$ cat src/rtl/cctb_pkg.sv
`default_nettype none
package cctb_pkg;

  // operation codes
  localparam logic [2:0] OP_ISR_START     = 3'd0;
  localparam logic [2:0] OP_ISR_END       = 3'd1;
  localparam logic [2:0] OP_SAMPLE_TICK   = 3'd2;
  localparam logic [2:0] OP_READ_US       = 3'd3;
  localparam logic [2:0] OP_READ_MS       = 3'd4;
  localparam logic [2:0] OP_READ_ISR_LOAD = 3'd5;
  localparam logic [2:0] OP_RESET_MS      = 3'd6;
  localparam logic [2:0] OP_RESET_US      = 3'd7;

  // configuration register indexes
  localparam logic CFG_CYCLES_PER_US  = 1'b0;
  localparam logic CFG_SAMPLES_PER_MS = 1'b1;

  localparam logic [7:0]  CYCLES_PER_US_RST  = 8'd120;
  localparam logic [15:0] SAMPLES_PER_MS_RST = 16'd5;

  // XOR pattern between the previous and the captured start quadrant that marks a quadrant step
  localparam logic [1:0] QUAD_STEP = 2'b01;

  // divider pass lengths: full 64-bit dividend, or a 32-bit one
  localparam logic [6:0] DIV_STEPS_WIDE   = 7'd64;
  localparam logic [6:0] DIV_STEPS_NARROW = 7'd32;

endpackage
`default_nettype wire

$ cat src/rtl/cycle_counter_timebase_unit.sv
// Cycle-counter timebase. Each word on the input channel carries an operation
// and the current value of the free-running 32-bit cycle counter, and causes
// exactly one result word. Interrupt start/end capture, millisecond counting,
// load reads and resets finish in the idle state. read_us runs a 32-step pass of
// the shared bit-serial divider and a sample tick that sees the start cycle
// step between the two upper quadrants runs a 64-step pass (wrap count times
// 2^32 over cycles_per_us), so those words answer only after the pass; the divider
// retires one quotient bit per cycle and the block takes no new word while it
// runs. Configuration writes (index 0 cycles_per_us, index 1 samples_per_ms)
// are always taken and must arrive only while the block is idle. A
// cycles_per_us of zero divides by one. clear_cycle_counter_o is set on the
// reset_us result to ask the environment to zero its cycle counter.
`default_nettype none
module cycle_counter_timebase_unit (
  input  wire logic        clk_i,
  input  wire logic        rst_ni,
  input  wire logic        cfg_valid_i,
  output logic             cfg_ready_o,
  input  wire logic [0:0]  cfg_index_i,
  input  wire logic [15:0] cfg_data_i,
  input  wire logic        in_valid_i,
  output logic             in_ready_o,
  input  wire logic [2:0]  operation_i,
  input  wire logic [31:0] cycle_count_i,
  output logic             out_valid_o,
  input  wire logic        out_ready_i,
  output logic [31:0]      result_value_o,
  output logic [31:0]      max_cycles_out_o,
  output logic             clear_cycle_counter_o
);

  localparam logic [1:0] S_IDLE = 2'd0;
  localparam logic [1:0] S_DIV  = 2'd1;
  localparam logic [1:0] S_FIN  = 2'd2;

  logic [1:0]  state_q, state_d;
  logic [7:0]  cpu_q, cpu_d;
  logic [15:0] spm_q, spm_d;

  logic [31:0] start_q, start_d;
  logic [31:0] min_q, min_d;
  logic [31:0] max_q, max_d;
  logic [31:0] last_q, last_d;
  logic [31:0] ms_q, ms_d;
  logic [15:0] frac_q, frac_d;
  logic [31:0] prev_q, prev_d;
  logic [31:0] wrap_q, wrap_d;
  logic [31:0] adj_hi_q, adj_hi_d;
  logic [31:0] adj_lo_q, adj_lo_d;
  logic [7:0]  rem_hi_q, rem_hi_d;
  logic [7:0]  rem_lo_q, rem_lo_d;

  // divider
  logic [63:0] dvd_q, dvd_d;
  logic [7:0]  rem_q, rem_d;
  logic [6:0]  cnt_q, cnt_d;
  logic        is_us_q, is_us_d;
  logic        hi_sel_q, hi_sel_d;

  logic        ov_q, ov_d;
  logic [31:0] res_q, res_d;
  logic [31:0] mx_q, mx_d;
  logic        clr_q, clr_d;

  logic [7:0]  div_s;
  logic [8:0]  shifted;
  logic        ge;
  logic [7:0]  diff;
  logic        out_free;
  logic        in_acc;
  logic [31:0] dur;
  logic [15:0] frac_dec;
  logic        quad_cross;
  logic [31:0] wrap_inc;
  logic [31:0] us_dvd;
  logic [31:0] quot;

  assign div_s    = (cpu_q == 8'd0) ? 8'd1 : cpu_q;
  assign shifted  = {rem_q, dvd_q[63]};
  assign ge       = shifted >= {1'b0, div_s};
  // the difference is below the divisor whenever it is used
  assign diff     = shifted[7:0] - div_s;
  assign out_free = !ov_q || out_ready_i;
  assign in_ready_o = (state_q == S_IDLE) && out_free;
  assign in_acc   = in_valid_i && in_ready_o;
  assign cfg_ready_o = 1'b1;

  assign dur      = cycle_count_i - start_q;
  assign frac_dec = frac_q - 16'd1;
  assign quad_cross = ((start_q[31:30] ^ prev_q[31:30]) == cctb_pkg::QUAD_STEP);
  assign wrap_inc = wrap_q + 32'd1;
  assign us_dvd   = cycle_count_i[31] ? (cycle_count_i - {24'd0, rem_hi_q})
                                      : (cycle_count_i + {24'd0, rem_lo_q});
  assign quot     = dvd_q[31:0];

  always_comb begin
    state_d  = state_q;
    cpu_d    = cpu_q;
    spm_d    = spm_q;
    start_d  = start_q;
    min_d    = min_q;
    max_d    = max_q;
    last_d   = last_q;
    ms_d     = ms_q;
    frac_d   = frac_q;
    prev_d   = prev_q;
    wrap_d   = wrap_q;
    adj_hi_d = adj_hi_q;
    adj_lo_d = adj_lo_q;
    rem_hi_d = rem_hi_q;
    rem_lo_d = rem_lo_q;
    dvd_d    = dvd_q;
    rem_d    = rem_q;
    cnt_d    = cnt_q;
    is_us_d  = is_us_q;
    hi_sel_d = hi_sel_q;
    ov_d     = ov_q;
    res_d    = res_q;
    mx_d     = mx_q;
    clr_d    = clr_q;

    if (cfg_valid_i) begin
      if (cfg_index_i == cctb_pkg::CFG_CYCLES_PER_US) begin
        cpu_d = cfg_data_i[7:0];
      end else begin
        spm_d = cfg_data_i;
      end
    end

    if (ov_q && out_ready_i) begin
      ov_d = 1'b0;
    end

    case (state_q)
      S_IDLE: begin
        if (in_acc) begin
          // most operations finish here; the divider ones load it and leave
          ov_d  = 1'b1;
          res_d = 32'd0;
          mx_d  = 32'd0;
          clr_d = 1'b0;
          case (operation_i)
            cctb_pkg::OP_ISR_START: begin
              start_d = cycle_count_i;
            end
            cctb_pkg::OP_ISR_END: begin
              last_d = dur;
              if (min_q > dur) min_d = dur;
              if (max_q < dur) max_d = dur;
            end
            cctb_pkg::OP_SAMPLE_TICK: begin
              frac_d = frac_dec;
              if (frac_dec == 16'd0) begin
                ms_d   = ms_q + 32'd1;
                frac_d = spm_q;
              end
              prev_d = start_q;
              if (quad_cross && start_q[31]) begin
                wrap_d  = wrap_inc;
                dvd_d   = {wrap_inc, 32'd0};
                rem_d   = 8'd0;
                cnt_d   = cctb_pkg::DIV_STEPS_WIDE;
                is_us_d = 1'b0;
                ov_d    = 1'b0;
                state_d = S_DIV;
              end else if (quad_cross) begin
                adj_hi_d = adj_lo_q + 32'd1;
                rem_hi_d = div_s - rem_lo_q;
              end
            end
            cctb_pkg::OP_READ_US: begin
              // dividend sits in the top half so 32 steps leave the quotient low
              dvd_d    = {us_dvd, 32'd0};
              rem_d    = 8'd0;
              cnt_d    = cctb_pkg::DIV_STEPS_NARROW;
              is_us_d  = 1'b1;
              hi_sel_d = cycle_count_i[31];
              ov_d     = 1'b0;
              state_d  = S_DIV;
            end
            cctb_pkg::OP_READ_MS: begin
              res_d = ms_q;
            end
            cctb_pkg::OP_READ_ISR_LOAD: begin
              res_d = min_q;
              mx_d  = max_q;
              min_d = last_q;
              max_d = last_q;
            end
            cctb_pkg::OP_RESET_MS: begin
              ms_d   = 32'd0;
              frac_d = spm_q;
            end
            default: begin
              wrap_d   = 32'd0;
              adj_hi_d = 32'd0;
              adj_lo_d = 32'd0;
              rem_hi_d = 8'd0;
              rem_lo_d = 8'd0;
              prev_d   = prev_q - cycle_count_i;
              clr_d    = 1'b1;
            end
          endcase
        end
      end
      S_DIV: begin
        // one restoring step: shift in a dividend bit, subtract if it fits
        rem_d = ge ? diff : shifted[7:0];
        dvd_d = {dvd_q[62:0], ge};
        cnt_d = cnt_q - 7'd1;
        if (cnt_q == 7'd1) state_d = S_FIN;
      end
      S_FIN: begin
        if (out_free) begin
          ov_d    = 1'b1;
          mx_d    = 32'd0;
          clr_d   = 1'b0;
          state_d = S_IDLE;
          if (is_us_q) begin
            res_d = quot + (hi_sel_q ? adj_hi_q : adj_lo_q);
          end else begin
            res_d    = 32'd0;
            adj_lo_d = quot;
            if (quot != 32'd0) begin
              rem_lo_d = rem_q;
            end else begin
              wrap_d   = 32'd0;
              rem_lo_d = 8'd0;
            end
          end
        end
      end
      default: begin
        state_d = S_IDLE;
      end
    endcase
  end

  always_ff @(posedge clk_i or negedge rst_ni) begin
    if (!rst_ni) begin
      state_q  <= S_IDLE;
      cpu_q    <= cctb_pkg::CYCLES_PER_US_RST;
      spm_q    <= cctb_pkg::SAMPLES_PER_MS_RST;
      start_q  <= 32'd0;
      min_q    <= '1;
      max_q    <= 32'd0;
      last_q   <= 32'd0;
      ms_q     <= 32'd0;
      frac_q   <= cctb_pkg::SAMPLES_PER_MS_RST;
      prev_q   <= 32'd0;
      wrap_q   <= 32'd0;
      adj_hi_q <= 32'd0;
      adj_lo_q <= 32'd0;
      rem_hi_q <= 8'd0;
      rem_lo_q <= 8'd0;
      cnt_q    <= 7'd0;
      ov_q     <= 1'b0;
    end else begin
      state_q  <= state_d;
      cpu_q    <= cpu_d;
      spm_q    <= spm_d;
      start_q  <= start_d;
      min_q    <= min_d;
      max_q    <= max_d;
      last_q   <= last_d;
      ms_q     <= ms_d;
      frac_q   <= frac_d;
      prev_q   <= prev_d;
      wrap_q   <= wrap_d;
      adj_hi_q <= adj_hi_d;
      adj_lo_q <= adj_lo_d;
      rem_hi_q <= rem_hi_d;
      rem_lo_q <= rem_lo_d;
      cnt_q    <= cnt_d;
      ov_q     <= ov_d;
    end
  end

  always_ff @(posedge clk_i) begin
    dvd_q    <= dvd_d;
    rem_q    <= rem_d;
    is_us_q  <= is_us_d;
    hi_sel_q <= hi_sel_d;
    res_q    <= res_d;
    mx_q     <= mx_d;
    clr_q    <= clr_d;
  end

  assign out_valid_o           = ov_q;
  assign result_value_o        = res_q;
  assign max_cycles_out_o      = mx_q;
  assign clear_cycle_counter_o = clr_q;

endmodule
`default_nettype wire

$ cat config.mk
export PLATFORM = sky130hd
export DESIGN_NAME = cycle_counter_timebase_unit
export DESIGN_NICKNAME = d
export VERILOG_FILES = /design/src/rtl/cctb_pkg.sv /design/src/rtl/cycle_counter_timebase_unit.sv
export SDC_FILE = /design/constraint.sdc
export NUM_CORES = 1
export LEC_CHECK = 0
export BUFFER_PORTS_ARGS = -buffer_cell sky130_fd_sc_hd__buf_2
export CORE_ASPECT_RATIO = 0.6
export CORE_MARGIN = 1.5
export CORE_UTILIZATION = 50
export DETAILED_ROUTE_END_ITERATION = 8
export PLACE_DENSITY = 0.67
export SYNTH_ARGS = -nofsm -noshare
export SYNTH_HDL_FRONTEND = slang
export SYNTH_SLANG_ARGS = --single-unit
$ cat constraint.sdc
create_clock -name clk_i -period 9.3 [get_ports clk_i]
set_input_delay 2.79 -clock clk_i [delete_from_list [all_inputs] [get_ports clk_i]]
set_output_delay 2.79 -clock clk_i [all_outputs]
set_load 0.02 [all_outputs]
## Yosys cells after proc, flatten, opt, wreduce, memory -nomap -nowiden

Cells that the tools add are included.

- Register bits: 493
- Input port bits: 57

- Magnitude comparators: 3
- Equal/unequal tests: 25
- Bitwise logic cells: 3
- Muxes and demuxes: 76
- Reductions and logical operators: 35
- Add/sub/neg operators: 12

Operators by type and width:

| operator | count |
|---|---|
| 32-bit two-way mux | 22 |
| 32-bit one-hot mux with 2 select lines | 11 |
| 64-bit one-hot mux with 2 select lines | 2 |
| 64-bit two-way mux | 2 |
| 32-bit by 1-bit adder with 32-bit output (second input constant) | 3 |
| 8-bit two-way mux | 11 |
| 8-bit one-hot mux with 2 select lines | 4 |
| 32-bit subtractor | 2 |
| 32-bit adder | 1 |
| 32-bit by 8-bit adder with 32-bit output | 1 |
| 32-bit > comparator | 1 |
| 32-bit < comparator | 1 |
| 16-bit one-hot mux with 2 select lines | 1 |
| 32-bit nonzero test | 1 |
| 32-bit by 8-bit subtractor with 32-bit output | 1 |
| 7-bit one-hot mux with 2 select lines | 2 |
| 2-bit inequality test (second input constant) | 13 |
| 4-bit AND reduction | 5 |
| 3-bit AND reduction | 6 |
| 16-bit logical NOT | 1 |
| 16-bit two-way mux | 1 |
| 16-bit by 1-bit subtractor with 16-bit output (second input constant) | 1 |
| 8-bit subtractor | 2 |
| 5-bit AND reduction | 3 |
| 29 further kinds | 56 |

## Logic depth before layout (Yosys ltp)

- Word-level depth: 7
- Mapped depth: 24
- Gate-level depth less buffers: 23

## Worst setup path before layout

No wires, ideal clock.

- Path kind: input -> register
- From: input out_ready_i
- To: register rem_lo_q[0]
- Setup time: 0.068 ns
- Required time: 9.232 ns
- Slack: 0.247 ns
- Cell stages on the path: 5
- Arrival time: 8.985 ns
- Buffers on the path: 0
- Cells stage by stage: nor2b_1 > nor3_1 > nand3_1 > nor3_1 > a22o_1

- Word-level cells in the longest chain between the ends: 5

RTL lines:

| item | line | RTL |
|---|---|---|
| from (decl) | cycle_counter_timebase_unit.sv:26 | `input wire logic out_ready_i,` |
| 1-bit logical OR (*) | cycle_counter_timebase_unit.sv:83 | `assign out_free = !ov_q \|\| out_ready_i;` |
| 1-bit logical AND | cycle_counter_timebase_unit.sv:84 | `assign in_ready_o = (state_q == S_IDLE) && out_free;` |
| 1-bit logical AND | cycle_counter_timebase_unit.sv:85 | `assign in_acc = in_valid_i && in_ready_o;` |
| 2-bit inequality test (no source line) | - |  |
| 5-bit AND reduction (no source line) (*) | - |  |
| to (signal assigned) | cycle_counter_timebase_unit.sv:273 | `rem_lo_q <= rem_lo_d;` |
| to (decl) | cycle_counter_timebase_unit.sv:51 | `logic [7:0] rem_lo_q, rem_lo_d;` |

Mark *: on every way between the ends. The rest lies on a longest branch, timed or not.
A chain may end at the register's enable or synchronous reset.

## Final worst setup path

- From: input cycle_count_i[0]
- To: register min_q[3]

- Word-level cells in the longest chain between the ends: 4

RTL lines:

| item | line | RTL |
|---|---|---|
| from (decl) | cycle_counter_timebase_unit.sv:24 | `input wire logic [31:0] cycle_count_i,` |
| 32-bit subtractor (*) | cycle_counter_timebase_unit.sv:88 | `assign dur = cycle_count_i - start_q;` |
| 32-bit > comparator | cycle_counter_timebase_unit.sv:148 | `if (min_q > dur) min_d = dur;` |
| 2-bit inequality test (no source line) | - |  |
| 4-bit AND reduction (no source line) | - |  |
| to (signal assigned) | cycle_counter_timebase_unit.sv:263 | `min_q <= min_d;` |
| to (decl) | cycle_counter_timebase_unit.sv:41 | `logic [31:0] min_q, min_d;` |

Mark *: on every way between the ends. The rest lies on a longest branch, timed or not. The select of a mux whose other input is x is not followed.

==> results <==
- The run finished with clean final reports.
- The worst pin sits at a relative slew slack of 0.208.
- Dividing the detail-routed wire length by the instance count gives 22.7 um.
- The total length of routed met3 wires is 7.82 mm.
- Internal power comes to 6.24 mW.
- The async set-reset flop share out of synthesis is 0.718.
- The first global-routing pass estimated 145 mm of wire.
- The required time at the worst-slack endpoint is 9.83 ns.
- The cell depth of the worst min-delay path is 2.
- The slew at the pin with the worst max-slew slack is 1.19 ns.
- The longest individual stage delay on the worst path is 0.61 ns.
- The primary flip-flop cell chosen by synthesis mapping is sky130_fd_sc_hd__dfrtp_1.
- The starting density of the core is 0.510.
- The count of mapped cells out of synthesis is 3204.
- The number of cell rows is 69.
- Of the cells placed in the final design, the portion with a size suffix greater than 1 is 0.128.
- After floorplanning, the core was sized to cover 0.0597 mm2.
- The aggregate negative setup slack is 0 ns.
- The largest net degree at the start of global routing is 164.
- Once detail routing completed, the nets flagged for antenna violations numbered 0.
- The worst hold path belongs to the class reg2reg.
- The slack of the worst reg-to-reg path is 3.48 ns.
- The type of the worst setup path is in2reg.
- In the final design database the tool counted 3543 nets.
- The via count of the first global-routing pass is 23800.
- Yosys attributes the largest share of cell area to sky130_fd_sc_hd__dfrtp_1 (26%), sky130_fd_sc_hd__edfxtp_1 (14%), sky130_fd_sc_hd__ha_1 (8.5%).
- Counting distinct cell types in the post-synthesis netlist gives 85.
- The total routed wirelength is 93.9 mm.
- Summed over all instances, the cell type with the most area after synthesis is sky130_fd_sc_hd__dfrtp_1.
- The post-synth net total is 3474.
- No sink is reached through more buffers than the 3 on the longest clock path.
- The path with the worst hold slack has its endpoint at adj_hi_q[22].
- From bottom edge to top edge, the die measures 194 um.
- The placed instance count is 4037.
- The highest routing layer actually used is met5.
- The worst path buffer plus inverter count is 4.
- Detailed placement finished with a half-perimeter wire length of 69.7 mm.
- After global routing the overflow that remains totals 0.
- In this run the cell area of the synthesized design comes to 0.0304 mm2.
- The area overhead of the layout relative to synthesis is 10.2%.
- Among all stages on the critical path, the largest delay is contributed by sky130_fd_sc_hd__a2111oi_0.
- The most flop-heavy register is dvd_q.
- Counting every sink on the clock net gives 493.
- The clock group share of total power is 0.192.
- The startpoint of the lowest-slack hold path is adj_hi_q[22].
- Setup violations remaining at the end of the flow were counted as 0.
- The post-route clock skew is 0.0268 ns.
- After clock tree synthesis, the clock-pin slew on the worst setup and hold paths is 0.06 ns.
- The detailed router placed 25000 vias in this run.
- The library cell used most frequently in the layout, excluding fill and tap cells, is sky130_fd_sc_hd__nand2_1.
- The sequential area share after synthesis is 0.430.
- The switching part of the total is 0.430.
- The most frequent cell on the critical path is sky130_fd_sc_hd__a211oi_1.
- The H-tree was split into 2 levels.
- The post-CTS repair timing setup buffer count is 0.
- Dividing the detail-routed via count by the number of cells gives 6.05.
- The worst setup path is captured at a register.
- The number of synthesized flops with an enable pin is 139.
- The finished layout holds 4133 standard cells, fillers aside.
- The final hold violation count is 0.
- Setup repair after global routing left no endpoint under its margin.
- The number of hold buffers added after CTS is 0.
- The number of cells on the worst reg-to-reg path is 19.
- After detailed routing, the met2 layer carries 37.7 mm of wire.
- Routability-driven placement finished with a final weighted congestion of 0.930.
- The number of top-level pins is 125.
- Each instance of the synthesized netlist takes up on average 9.49 um2.
- The share of the cycle needed by the critical path after routing is 0.838.
- The floorplan step defined a die boundary enclosing 0.0623 mm2.
- The upper clock frequency limit is 0.128 GHz.
- The sequential power share is 0.341.
- The share of synthesized area in the top cell type comes to 0.258.
- The later pin in the worst-skew pair is clocked with a latency of 0.63 ns.
- The floorplan die width is 321 um.
- The DRC violation count after routing is 0.
- The switching power total is 4.71 mW.
- The number of antenna violations at the first check in global routing is 9.
- Walking the worst path, the cells encountered are buf_2 -> inv_1 -> ha_1 -> inv_1 -> fa_1 -> a211oi_1 -> o21bai_1 -> a211oi_1 -> or3_1 -> nand4_1 -> a211oi_1 -> nor3_1 -> a211oi_1 -> xor2_1 -> ha_1 -> a21o_1 -> a2111oi_0 -> nand3_1 -> o211ai_1 -> buf_4 -> mux2_2.
- In this run the cell area measured after placement is 0.0318 mm2.
- The combinational share of power is 0.467.
- CTS placed an instance of sky130_fd_sc_hd__clkbuf_16 at the clock tree root.
- After clock tree synthesis, the repair step resized 0 gates.
- The number of DRC violations after detailed-routing iteration 0 is 2788.
- Dividing total power by cell area gives a power density of 327 mW/mm2.
- In this design, the largest share of critical-path delay is due to compound AO/OA/AOI/OAI gates.
- The highest ir drop seen on vdd is 154 uV.
- The worst setup path is launched from a primary input.
- The count of maximum capacitance violations is 0.
- The maximum net fanout on the critical path is 18.
- The critical path data arrival time is 8.33 ns.
- During synthesis, Yosys emitted a total of 0 warnings.
- The total of buffers placed on input and output ports is 123.
- The number of flip-flops under the largest register name is 64.
- The TritonCTS clock tree is yes.
- The top cell types in the final layout, fill and taps aside, are sky130_fd_sc_hd__nand2_1 (333), sky130_fd_sc_hd__o21ai_0 (318), sky130_fd_sc_hd__dfrtp_1 (314).
- The number of clock buffers added by TritonCTS is 50.
- The count of TritonRoute iterations in the first routing pass is 6.
- The max-slew violation count was 0.
- The worst path in the final design needs a cycle of 7.80 ns, including I/O delays and setup.
- The cell area after layout is 0.0335 mm2.
- The routed metal-1 wirelength is 46.5 mm.
- In this run the critical register-to-register path is captured at min_q[3].
- The static leakage power is 14.9 nW.
- The startpoint of the worst register-to-register path is start_q[0].
- The register bit count reported by yosys is 493.
- The total routing resource utilization after global routing is 0.301.
[cells by family (layout without fill, tap and decap cells)]
kind of cell,count (synthesis),count (layout),share of synthesized area
adders and majority gates,215,215,0.0898
buffers and inverters,276,387,0.0348
xor gates and xnor gates,211,211,0.0613
other,1,3,0.000123
and+or+nand+nor,962,962,0.152
DFF,493,493,0.430
muxes,119,119,0.0438
AOI/OAI and AO/OA,927,927,0.188
[metal layers]
metal  vias to the layer above  track usage
li1                      11700            -
met1                     12200        0.484
met2                       970        0.414
met3                       123       0.0501
met4                         2       0.0711
met5                         -            0
[Yosys cell counts, types with 38 or more instances]
master	instances
sky130_fd_sc_hd__nand2_1	334
sky130_fd_sc_hd__o21ai_0	318
sky130_fd_sc_hd__dfrtp_1	314
sky130_fd_sc_hd__a21oi_1	223
sky130_fd_sc_hd__nor2_1	220
sky130_fd_sc_hd__ha_1	207
sky130_fd_sc_hd__edfxtp_1	139
sky130_fd_sc_hd__inv_1	136
sky130_fd_sc_hd__clkbuf_1	123
sky130_fd_sc_hd__mux2_2	111
sky130_fd_sc_hd__xor2_1	108
sky130_fd_sc_hd__xnor2_1	101
sky130_fd_sc_hd__a21o_1	96
sky130_fd_sc_hd__nand3_1	79
sky130_fd_sc_hd__and3_1	66
sky130_fd_sc_hd__and2_1	52
sky130_fd_sc_hd__a22o_1	44
sky130_fd_sc_hd__dfstp_2	40
sky130_fd_sc_hd__nor3_1	38
[power groups by stage]
| stage | Sequential (mW) | Combinational [mW] | Clock [mW] |
|---|---|---|---|
| after detailed placement | 3.74 | 4.99 | 0 |
| after global routing | 3.81 | 5.64 | 2.22 |
| final | 3.74 | 5.11 | 2.10 |
| after CTS | 3.71 | 5.03 | 2.12 |
| after global placement | 3.72 | 4.90 | 0 |
| after floorplan | 3.56 | 3.45 | 0 |
[worst min-delay path: stages (launching register included)]
cell and delay (ns):
sky130_fd_sc_hd__dfrtp_1 0.34, sky130_fd_sc_hd__nand2_1 0.04, sky130_fd_sc_hd__o21ai_0 0.06
[how the worst max path moves through the flow]
stage                     startpoint     endpoint  cells after the start
floorplan                out_ready_i  rem_lo_q[0]                      5
global placement    cycle_count_i[0]     min_q[4]                     21
detailed placement  cycle_count_i[0]    min_q[14]                     21
CTS                 cycle_count_i[0]     min_q[2]                     21
global route        cycle_count_i[0]     min_q[6]                     22
finish              cycle_count_i[0]     min_q[3]                     21
[metrics by stage]
stage	setup slack, ns	hold slack, ns	total power [mW]	utilization
global placement	1.14	0.454	8.62	0.534
floorplan	0.247	0.443	7.01	-
global route	1.22	0.504	11.7	0.562
CTS	1.68	0.477	10.9	0.561
detailed placement	1.05	0.462	8.74	0.534
finish	1.50	0.474	10.9	0.562
[layout make-up]
type                    count  area (um2)
diodes                      2        5.00
clock buffers              80        1520
clock inverters            14         146
fillers                  5252       26200
inverters                 136         510
multi-input cells        2435       16300
flip-flops and latches    493       13100
well taps                 816        1020
repair buffers            157         893
No activity file was read; power rests on OpenSTA's default activity.
